File: config.mk
export PLATFORM = sky130hd
export DESIGN_NAME = angle_bias_kalman_filter_unit
export DESIGN_NICKNAME = d
export VERILOG_FILES = /design/src/rtl/abkf_pkg.sv /design/src/rtl/abkf_serial_unit.sv /design/src/rtl/angle_bias_kalman_filter_unit.sv
export SDC_FILE = /design/constraint.sdc
export NUM_CORES = 2
export LEC_CHECK = 0
export ABC_AREA = 1
export BUFFER_PORTS_ARGS = -buffer_cell sky130_fd_sc_hd__buf_4
export CAP_MARGIN = 10
export CELL_PAD_IN_SITES_DETAIL_PLACEMENT = 0
export CELL_PAD_IN_SITES_GLOBAL_PLACEMENT = 1
export CORE_ASPECT_RATIO = 0.75
export CORE_MARGIN = 1.5
export CORE_UTILIZATION = 45
export DETAILED_ROUTE_END_ITERATION = 8
export PLACE_DENSITY = 0.88
export SYNTH_ARGS = -nofsm -noshare
export SYNTH_HDL_FRONTEND = slang
export SYNTH_SLANG_ARGS = --single-unit
File: constraint.sdc
create_clock -name clk -period 9.9 [get_ports clk]
set_input_delay 0 -clock clk [delete_from_list [all_inputs] [get_ports clk]]
set_output_delay 0 -clock clk [all_outputs]
set_load 0.01 [all_outputs]
File: src/rtl/abkf_pkg.sv
// abkf_pkg: shared widths, reset values and register indexes for the angle/bias filter
// no dependencies
package abkf_pkg;
  localparam int DATA_WIDTH = 32;
  localparam int FRAC_BITS = 16;
  localparam int REG_WIDTH = 32;
  localparam int IDX_WIDTH = 3;
  localparam int FIELD_WIDTH = 32;

  typedef enum logic [IDX_WIDTH-1:0] {
    REG_TIME_STEP = 3'd0,
    REG_ANGLE_NOISE = 3'd1,
    REG_BIAS_NOISE = 3'd2,
    REG_MEASURE_NOISE = 3'd3,
    REG_INITIAL_ANGLE = 3'd4
  } reg_index_t;

  localparam logic [30:0] TIME_STEP_RESET = 31'd655;
  localparam logic [30:0] ANGLE_NOISE_RESET = 31'd66;
  localparam logic [30:0] BIAS_NOISE_RESET = 31'd197;
  localparam logic [30:0] MEASURE_NOISE_RESET = 31'd1966;

  typedef enum logic [1:0] {
    OP_MUL = 2'd0,
    OP_DIV = 2'd1
  } op_t;

  typedef struct packed {
    logic start;
    op_t op;
  } unit_ctl_t;
endpackage

File: src/rtl/abkf_serial_unit.sv
// abkf_serial_unit: bit-serial saturating fixed-point multiply and divide
// depends on abkf_pkg
module abkf_serial_unit #(
  parameter int DATA_WIDTH = abkf_pkg::DATA_WIDTH,
  parameter int FRAC_BITS = abkf_pkg::FRAC_BITS
) (
  input  logic clk,
  input  logic rst,
  input  abkf_pkg::unit_ctl_t ctl,
  input  logic signed [DATA_WIDTH-1:0] a,
  input  logic signed [DATA_WIDTH-1:0] b,
  output logic done,
  output logic signed [DATA_WIDTH-1:0] result
);
  localparam int PW = 2 * DATA_WIDTH + FRAC_BITS;
  localparam int CW = $clog2(PW + 1);
  localparam logic [DATA_WIDTH-1:0] VMAX = {1'b0, {(DATA_WIDTH-1){1'b1}}};

  logic busy;
  abkf_pkg::op_t op;
  logic neg;
  logic [CW-1:0] count;
  logic [PW-1:0] acc;
  logic [PW-1:0] shf;
  logic [DATA_WIDTH:0] rem;
  logic [DATA_WIDTH-1:0] mb;
  logic [DATA_WIDTH-1:0] ua, ub;
  logic [DATA_WIDTH:0] rem_sh;
  logic [PW-1:0] mag;
  logic ovf;
  logic [DATA_WIDTH-1:0] lim;

  assign ua = a[DATA_WIDTH-1] ? (~a + 1'b1) : a;
  assign ub = b[DATA_WIDTH-1] ? (~b + 1'b1) : b;
  assign rem_sh = {rem[DATA_WIDTH-1:0], shf[PW-1]};

  always_comb begin
    lim = neg ? (VMAX + 1'b1) : VMAX;
    if (op == abkf_pkg::OP_MUL) begin
      mag = acc >> FRAC_BITS;
    end else begin
      mag = acc;
    end
    ovf = (mag > PW'(lim));
  end

  always_ff @(posedge clk) begin
    if (rst) begin
      busy <= 1'b0;
      done <= 1'b0;
    end else begin
      done <= busy && (count == '0);
      if (ctl.start && !busy) begin
        busy <= 1'b1;
        op <= ctl.op;
        neg <= a[DATA_WIDTH-1] ^ b[DATA_WIDTH-1];
        acc <= '0;
        rem <= '0;
        mb <= ub;
        if (ctl.op == abkf_pkg::OP_MUL) begin
          shf <= PW'(ua);
          count <= CW'(DATA_WIDTH);
        end else begin
          shf <= PW'({ua, {FRAC_BITS{1'b0}}}) << (PW - DATA_WIDTH - FRAC_BITS);
          // zero divisor: finish at once with a zero quotient
          count <= (ub == '0) ? '0 : CW'(DATA_WIDTH + FRAC_BITS);
        end
      end else if (busy) begin
        if (count == '0) begin
          busy <= 1'b0;
          if (op == abkf_pkg::OP_DIV && mb == '0) begin
            result <= '0;
          end else if (ovf) begin
            result <= neg ? ~VMAX : VMAX;
          end else begin
            result <= neg ? (~mag[DATA_WIDTH-1:0] + 1'b1) : mag[DATA_WIDTH-1:0];
          end
        end else begin
          count <= count - 1'b1;
          if (op == abkf_pkg::OP_MUL) begin
            if (mb[0]) begin
              acc <= acc + shf;
            end
            shf <= shf << 1;
            mb <= mb >> 1;
          end else begin
            shf <= shf << 1;
            if (rem_sh >= {1'b0, mb}) begin
              rem <= rem_sh - {1'b0, mb};
              acc <= {acc[PW-2:0], 1'b1};
            end else begin
              rem <= rem_sh;
              acc <= {acc[PW-2:0], 1'b0};
            end
          end
        end
      end
    end
  end
endmodule

File: src/rtl/angle_bias_kalman_filter_unit.sv
// angle_bias_kalman_filter_unit: two-state angle/gyro-bias kalman filter, top level
// depends on abkf_pkg and abkf_serial_unit
//
// usage: write time_step, noises and initial_angle on the cfg port while idle.
// each input beat carries accel_angle and gyro_rate; one output beat with
// angle_estimate and bias_estimate follows for every input beat.
// all math is signed fixed point with saturation. products and quotients run
// one at a time through a single bit-serial multiply/divide unit (a zero
// divisor finishes early).
// one sample uses 10 multiplies and 2 divides (plus 2 more multiplies on
// the first sample after reset); the output beat is ready once the last
// of these steps is done.
// one sample is worked at a time; in_ready is high only while idle, so a new
// input is not taken until the current one has been worked and sent.
// the result is held in an output register; a stalled receiver holds the
// block until the beat is taken, then the next input is accepted.
// reset restores register defaults and clears state; the first sample after
// reset loads initial_angle, zero bias and P00 = dt*dt*q_angle.
module angle_bias_kalman_filter_unit #(
  parameter int DATA_WIDTH = abkf_pkg::DATA_WIDTH,
  parameter int FRAC_BITS = abkf_pkg::FRAC_BITS
) (
  input  logic clk,
  input  logic rst,
  input  logic cfg_write,
  input  logic [abkf_pkg::IDX_WIDTH-1:0] cfg_index,
  input  logic [abkf_pkg::REG_WIDTH-1:0] cfg_data,
  input  logic in_valid,
  output logic in_ready,
  input  logic signed [abkf_pkg::FIELD_WIDTH-1:0] accel_angle,
  input  logic signed [abkf_pkg::FIELD_WIDTH-1:0] gyro_rate,
  output logic out_valid,
  input  logic out_ready,
  output logic signed [abkf_pkg::FIELD_WIDTH-1:0] angle_estimate,
  output logic signed [abkf_pkg::FIELD_WIDTH-1:0] bias_estimate
);
  localparam int W = DATA_WIDTH;
  localparam int FW = abkf_pkg::FIELD_WIDTH;
  localparam int XW = (W > FW) ? W : FW;
  localparam logic signed [W-1:0] VMAX = {1'b0, {(W-1){1'b1}}};
  localparam logic signed [W-1:0] VMIN = {1'b1, {(W-1){1'b0}}};

  typedef enum logic [2:0] {
    ST_IDLE, ST_ISSUE, ST_WAIT, ST_OUT
  } state_t;

  typedef enum logic [1:0] {
    SRC_DT, SRC_K0, SRC_K1, SRC_T
  } src_t;

  typedef struct packed {
    abkf_pkg::op_t op;
    src_t sa;
    logic [3:0] bsel;
  } step_t;

  // b operand selects
  localparam logic [3:0] B_DT = 4'd0, B_QA = 4'd1, B_BIAS = 4'd2, B_GYRO = 4'd3,
    B_P11 = 4'd4, B_SUM = 4'd5, B_Y = 4'd6, B_P00 = 4'd7, B_P01 = 4'd8,
    B_S = 4'd9, B_P10 = 4'd10, B_T = 4'd11;

  logic [30:0] time_step, angle_noise, bias_noise, measure_noise;
  logic [abkf_pkg::REG_WIDTH-1:0] initial_angle;
  logic primed;
  state_t state;
  logic [4:0] step;
  logic signed [W-1:0] angle, bias, c00, c01, c10, c11;
  logic signed [W-1:0] accel, gyro, ap, t, k0, k1, y, s, sum;
  logic signed [W-1:0] dt, qa, qb, rr;
  logic signed [W-1:0] op_a, op_b, res;
  logic u_done;
  abkf_pkg::unit_ctl_t ctl;
  step_t cur;

  function automatic logic signed [W-1:0] sat_u(input logic [30:0] v);
    if (W > 31 || v <= 31'(VMAX)) begin
      return W'(v);
    end
    return VMAX;
  endfunction

  function automatic logic signed [W-1:0] sat_s(input logic signed [FW-1:0] v);
    logic signed [XW:0] e;
    e = (XW+1)'(v);
    if (e > XW'(VMAX)) begin
      return VMAX;
    end
    if (e < (XW+1)'(VMIN)) begin
      return VMIN;
    end
    return W'(v);
  endfunction

  function automatic logic signed [FW-1:0] to_out(input logic signed [W-1:0] v);
    logic signed [XW:0] e;
    logic signed [XW:0] hi;
    logic signed [XW:0] lo;
    e = (XW+1)'(v);
    hi = (XW+1)'($signed({1'b0, {(FW-1){1'b1}}}));
    lo = (XW+1)'($signed({1'b1, {(FW-1){1'b0}}}));
    if (e > hi) begin
      return hi[FW-1:0];
    end
    if (e < lo) begin
      return lo[FW-1:0];
    end
    return FW'(v);
  endfunction

  function automatic logic signed [W-1:0] sadd(input logic signed [W-1:0] x,
                                              input logic signed [W-1:0] z);
    logic signed [W:0] e;
    e = (W+1)'(x) + (W+1)'(z);
    if (e[W] != e[W-1]) begin
      return e[W] ? VMIN : VMAX;
    end
    return e[W-1:0];
  endfunction

  function automatic logic signed [W-1:0] ssub(input logic signed [W-1:0] x,
                                              input logic signed [W-1:0] z);
    logic signed [W:0] e;
    e = (W+1)'(x) - (W+1)'(z);
    if (e[W] != e[W-1]) begin
      return e[W] ? VMIN : VMAX;
    end
    return e[W-1:0];
  endfunction

  assign dt = sat_u(time_step);
  assign qa = sat_u(angle_noise);
  assign qb = sat_u(bias_noise);
  assign rr = sat_u(measure_noise);

  // step list; steps 0..1 only on the first sample
  always_comb begin
    cur = '{abkf_pkg::OP_MUL, SRC_DT, B_DT};
    case (step)
      5'd0: cur = '{abkf_pkg::OP_MUL, SRC_DT, B_DT};
      5'd1: cur = '{abkf_pkg::OP_MUL, SRC_T, B_QA};
      5'd2: cur = '{abkf_pkg::OP_MUL, SRC_DT, B_BIAS};
      5'd3: cur = '{abkf_pkg::OP_MUL, SRC_DT, B_GYRO};
      5'd4: cur = '{abkf_pkg::OP_MUL, SRC_DT, B_P11};
      5'd5: cur = '{abkf_pkg::OP_MUL, SRC_DT, B_SUM};
      5'd6: cur = '{abkf_pkg::OP_DIV, SRC_T, B_S};
      5'd7: cur = '{abkf_pkg::OP_DIV, SRC_T, B_S};
      5'd8: cur = '{abkf_pkg::OP_MUL, SRC_K0, B_Y};
      5'd9: cur = '{abkf_pkg::OP_MUL, SRC_K1, B_Y};
      5'd10: cur = '{abkf_pkg::OP_MUL, SRC_K0, B_P00};
      5'd11: cur = '{abkf_pkg::OP_MUL, SRC_K1, B_P01};
      5'd12: cur = '{abkf_pkg::OP_MUL, SRC_K1, B_P00};
      5'd13: cur = '{abkf_pkg::OP_MUL, SRC_K0, B_P01};
      default: cur = '{abkf_pkg::OP_MUL, SRC_DT, B_DT};
    endcase
  end

  always_comb begin
    case (cur.sa)
      SRC_DT: op_a = dt;
      SRC_K0: op_a = k0;
      SRC_K1: op_a = k1;
      default: op_a = t;
    endcase
    // divide numerators: step 6 uses c00 (p00), step 7 uses c10 (p10)
    if (step == 5'd6) begin
      op_a = c00;
    end else if (step == 5'd7) begin
      op_a = c10;
    end
    case (cur.bsel)
      B_DT: op_b = dt;
      B_QA: op_b = qa;
      B_BIAS: op_b = bias;
      B_GYRO: op_b = gyro;
      B_P11: op_b = c11;
      B_SUM: op_b = sum;
      B_Y: op_b = y;
      B_P00: op_b = c00;
      B_P01: op_b = c01;
      B_S: op_b = s;
      default: op_b = t;
    endcase
  end

  abkf_serial_unit #(.DATA_WIDTH(DATA_WIDTH), .FRAC_BITS(FRAC_BITS)) u_unit (
    .clk(clk), .rst(rst), .ctl(ctl), .a(op_a), .b(op_b), .done(u_done), .result(res)
  );

  assign in_ready = (state == ST_IDLE);

  always_ff @(posedge clk) begin
    if (rst) begin
      time_step <= abkf_pkg::TIME_STEP_RESET;
      angle_noise <= abkf_pkg::ANGLE_NOISE_RESET;
      bias_noise <= abkf_pkg::BIAS_NOISE_RESET;
      measure_noise <= abkf_pkg::MEASURE_NOISE_RESET;
      initial_angle <= '0;
      primed <= 1'b0;
      state <= ST_IDLE;
      out_valid <= 1'b0;
      ctl <= '0;
      step <= '0;
      angle <= '0;
      bias <= '0;
      c00 <= '0;
      c01 <= '0;
      c10 <= '0;
      c11 <= '0;
    end else begin
      ctl.start <= (state == ST_ISSUE);
      if (cfg_write) begin
        case (cfg_index)
          abkf_pkg::REG_TIME_STEP: time_step <= cfg_data[30:0];
          abkf_pkg::REG_ANGLE_NOISE: angle_noise <= cfg_data[30:0];
          abkf_pkg::REG_BIAS_NOISE: bias_noise <= cfg_data[30:0];
          abkf_pkg::REG_MEASURE_NOISE: measure_noise <= cfg_data[30:0];
          abkf_pkg::REG_INITIAL_ANGLE: initial_angle <= cfg_data;
          default: ;
        endcase
      end
      case (state)
        ST_IDLE: begin
          if (in_valid) begin
            accel <= sat_s(accel_angle);
            gyro <= sat_s(gyro_rate);
            if (!primed) begin
              primed <= 1'b1;
              angle <= sat_s(FW'(initial_angle));
              bias <= '0;
              c01 <= '0;
              c10 <= '0;
              c11 <= '0;
              step <= 5'd0;
            end else begin
              step <= 5'd2;
            end
            state <= ST_ISSUE;
          end
        end
        ST_ISSUE: begin
          ctl.op <= cur.op;
          state <= ST_WAIT;
        end
        ST_WAIT: begin
          if (u_done) begin
            state <= (step == 5'd13) ? ST_OUT : ST_ISSUE;
            step <= step + 1'b1;
            case (step)
              5'd0: t <= res;
              5'd1: c00 <= res;
              5'd2: ap <= ssub(angle, res);
              5'd3: ap <= sadd(ap, res);
              5'd4: begin
                t <= res;
                sum <= ssub(sadd(c01, c10), res);
                c01 <= ssub(c01, res);
                c10 <= ssub(c10, res);
                c11 <= sadd(c11, qb);
              end
              5'd5: begin
                c00 <= sadd(ssub(c00, res), qa);
                s <= sadd(sadd(ssub(c00, res), qa), rr);
                y <= ssub(accel, ap);
              end
              5'd6: k0 <= res;
              5'd7: k1 <= res;
              5'd8: angle <= sadd(ap, res);
              5'd9: bias <= sadd(bias, res);
              5'd10: t <= res;
              5'd11: c11 <= ssub(c11, res);
              5'd12: c10 <= ssub(c10, res);
              5'd13: begin
                c01 <= ssub(c01, res);
                c00 <= ssub(c00, t);
                angle_estimate <= to_out(angle);
                bias_estimate <= to_out(bias);
                out_valid <= 1'b1;
              end
              default: ;
            endcase
          end
        end
        ST_OUT: begin
          if (out_ready) begin
            out_valid <= 1'b0;
            state <= ST_IDLE;
          end
        end
        default: state <= ST_IDLE;
      endcase
    end
  end
endmodule

==> results.md <==
- Detailed-routing iteration count for the pre-antenna-repair pass: 9
- Post-Syn Area: 0.0778 mm²
- Number of flops mapped to enable cells by yosys: 617
- Cell type group with the largest total delay on the critical path: compound AO/OA/AOI/OAI gates
- CP Data Required Time: 10.41 ns
- Shortest clock period the worst path allows after layout: 9.39 ns
- Die area: 0.175 mm²
- Post-layout net count: 11800
- Post-route DRC: 1
- Leakage Power: 0.0385 µW
- Layout cells sized above 1: 0.0597
- Die Span X: 483 µm
- Cell with the most instances after synthesis: sky130_fd_sc_hd__nand2_1
- Area of all placed cells without fillers: 0.0868 mm²
- Count of cell instances traversed by the critical path: 46
- # rows: 131
- Slew @ Worst Pin: 1.35 ns
- Core ar.: 0.171 mm²
- End point of the critical path: s[3]
- Status: finished, violations left
- Drt initial violations: 13900
- Endpoint of the lowest-slack register-to-register path: s[3]
- Number of global-route vias before repair: 74100
- Power density relative to cell area: 121 mW/mm²
- Per-cell via count in the routed design: 6.22
- Number of standard cells after synthesis: 10900
- Mean Syn Cell Area: 7.12 µm²
- Biggest area contributors in the synthesized netlist: sky130_fd_sc_hd__edfxtp_1, sky130_fd_sc_hd__nand2_1, sky130_fd_sc_hd__ha_1
- Register-to-Register Setup Slack: 0.51 ns
- Maximum cell stage delay along the critical path: 0.73 ns
- Capturing element type of the critical path: flip-flop
- Final hold vios: 0
- Async set or reset register ratio after synthesis: 0
- First element of the critical path: u_unit.result[7]
- Post-synthesis to final-layout area growth: 11.6%
- Cell depth of the worst flop-to-flop path: 46
- Slowest cell on crit path: sky130_fd_sc_hd__edfxtp_1
- Class of the most critical hold timing path: in2reg
- Number of synthesized register bits: 985
- Detailed-route wire length per cell: 30.4 µm
- Starting Density: 0.455
- Highest net fanout along the worst path: 31
- Weighted congestion reported at the end of routability-driven placement: 1.16
- Pin count of the biggest net entering global routing: 83
- Final clock skew: 0.0521 ns
- Number of different library cells in the post-synthesis netlist: 67
- CTS tree: built
- Dominant cell type by count on the critical path: sky130_fd_sc_hd__nand2_1
- Final critical-path share of the clock period: 0.949
- Relative slew margins: 0.0979
- Data arrival time of the critical path: 9.90 ns
- Global-route wire length before repair: 559000 µm
- Number of max-cap violations: 0
- Total I/O pin count: 170
- Total negative setup slack: 0 ns
- Number of clock sinks: 985
- Port Buffers: 169
- Portion of synthesized cell area occupied by the leading cell type: 0.238
- Upper clock frequency limit: 106 MHz
- IR drop worst, VDD: 151 µV
- Number of warning messages in the yosys log: 0
- List of most frequent post-synthesis cells: sky130_fd_sc_hd__nand2_1, sky130_fd_sc_hd__inv_1, sky130_fd_sc_hd__a21oi_1
- Total routed wirelength: 408000 µm
- CP Buf/Inv Count: 6
- Violated checks: design-rule violations
- Element type at the critical path start: flip-flop
- Mapped Nets: 11600
- Critical path start-end classification: reg2reg
- Cell area after placement: 0.0814 mm²
- GRT Util Overall: 0.448
- Clock buffer count from CTS: 107
- Post-DP HPWL: 330000 µm
- Most area-hungry cell type in the Yosys netlist: sky130_fd_sc_hd__edfxtp_1
- R2r startpoint: u_unit.result[7]
- Total congestion overflow: 0
- Clock transition at the register clock pins on the worst setup and hold paths after CTS: 0.07 ns
- Clock Path Buffers: 3
- Number of failing setup endpoints in the final timing report: 0
- Level count of the clock H-tree: 3
- Height of the die: 363 µm
- Max-slew violation count: 0
- Root Driver: sky130_fd_sc_hd__clkbuf_16
- Top FF cell, synth: sky130_fd_sc_hd__edfxtp_1
- Vias: 83700
- Seq/Total Area, Yosys: 0.333
- Hold_sp: gyro_rate[30]
- DRT antenna net count: 0
- Clock latency of the later-clocked register in the worst-skew pair: 0.80 ns
- Initial antenna violation count: 62
- Unrepaired setup endpoints after global routing: false
[stage by stage]
step	total power, µW	hold slack (ns)	utilization	cells	setup slack (ns)
4_1_cts	10400	0.0406	0.508	13400	0.525
2_1_floorplan	5610	0.113	-	10900	1.94
3_5_place_dp	6210	0.179	0.477	13100	0.540
6_report	10500	0.0575	0.508	13500	0.508
3_3_place_gp	6200	0.178	0.477	13100	0.415
5_1_grt	10800	0.0419	0.508	13400	0.0243
[cells in the final DEF, fill, tap and decap left out, types with 341 or more instances in the layout]
master and instances:
sky130_fd_sc_hd__a21oi_1 1164, sky130_fd_sc_hd__ha_1 598, sky130_fd_sc_hd__inv_1 1170, sky130_fd_sc_hd__buf_4 341, sky130_fd_sc_hd__nand3_1 639, sky130_fd_sc_hd__edfxtp_1 617, sky130_fd_sc_hd__o21ai_0 810, sky130_fd_sc_hd__dfxtp_1 368
sky130_fd_sc_hd__nand2_1 2428, sky130_fd_sc_hd__nor2_1 1103
[flip-flops by register name (all words and copies together), names as in the netlist, 32 cells and up, named ones only]
register        flops
bias               32
gyro               32
accel              32
k1                 32
u_unit.result      32
bias_estimate      32
c00                32
c11                32
initial_angle      32
c10                32
angle_estimate     32
s                  32
k0                 32
c01                32
y                  32
u_unit.acc         80
u_unit.mb          32
t                  32
angle              32
ap                 32
u_unit.shf         80
u_unit.rem         32
sum                32
[logic make-up (layout without fill, tap and decap cells)]
family / after synthesis / count (layout) / share of synthesized area
AOI/OAI and AO/OA: 2571 / 2571 / 0.182
other: 0 / 24 / 0
and+or+nand+nor: 4542 / 4542 / 0.240
DFF: 985 / 985 / 0.333
buffers and inverters: 1669 / 1915 / 0.0831
xor gates and xnor gates: 540 / 540 / 0.0608
adders and majority gates: 614 / 614 / 0.100
muxes: 1 / 1 / 0.000145
[per-layer routing]
| metal | up-vias | GRT usage | wire length (µm) |
|---|---|---|---|
| li1 | 37100 | - | - |
| met1 | 40000 | 0.647 | 177000 |
| met2 | 5826 | 0.568 | 147000 |
| met3 | 781 | 0.202 | 66500 |
| met4 | 38 | 0.168 | 17400 |
| met5 | - | 0.00778 | 261 |
[final cells by class]
cell class	instances	area, µm²
timing repair buffer	522	4430
fill	16800	84000
clock inverter	72	713
clock buffer	130	2830
inverter	1191	4480
sequential	985	25900
tap	2261	2830
antenna	24	60.1
multi-input combinational	8268	45600
[worst min path at each step]
stage	endpoint	slack (ns)	cells after the start
final	gyro[30]	0.06	2
after global routing	gyro[30]	0.04	2
after CTS	gyro[30]	0.04	2
after detailed placement	gyro[6]	0.18	1
after global placement	accel[26]	0.18	1
after floorplan	time_step[9]	0.11	2
[repair_timing]
item | 4_1_cts | 5_1_grt
resized for setup | 0 | 7
hold buffers | 174 | 0
endpoints found under the setup margin | 0 | 31
buffers inserted | 0 | 1
endpoints found under the hold margin | 247 | 0
[power by group]
group	switching (µW)	internal [µW]
logic	1220	516
registers	80.3	4460
clock network	2010	2250
(Power assumes the default switching activity.)
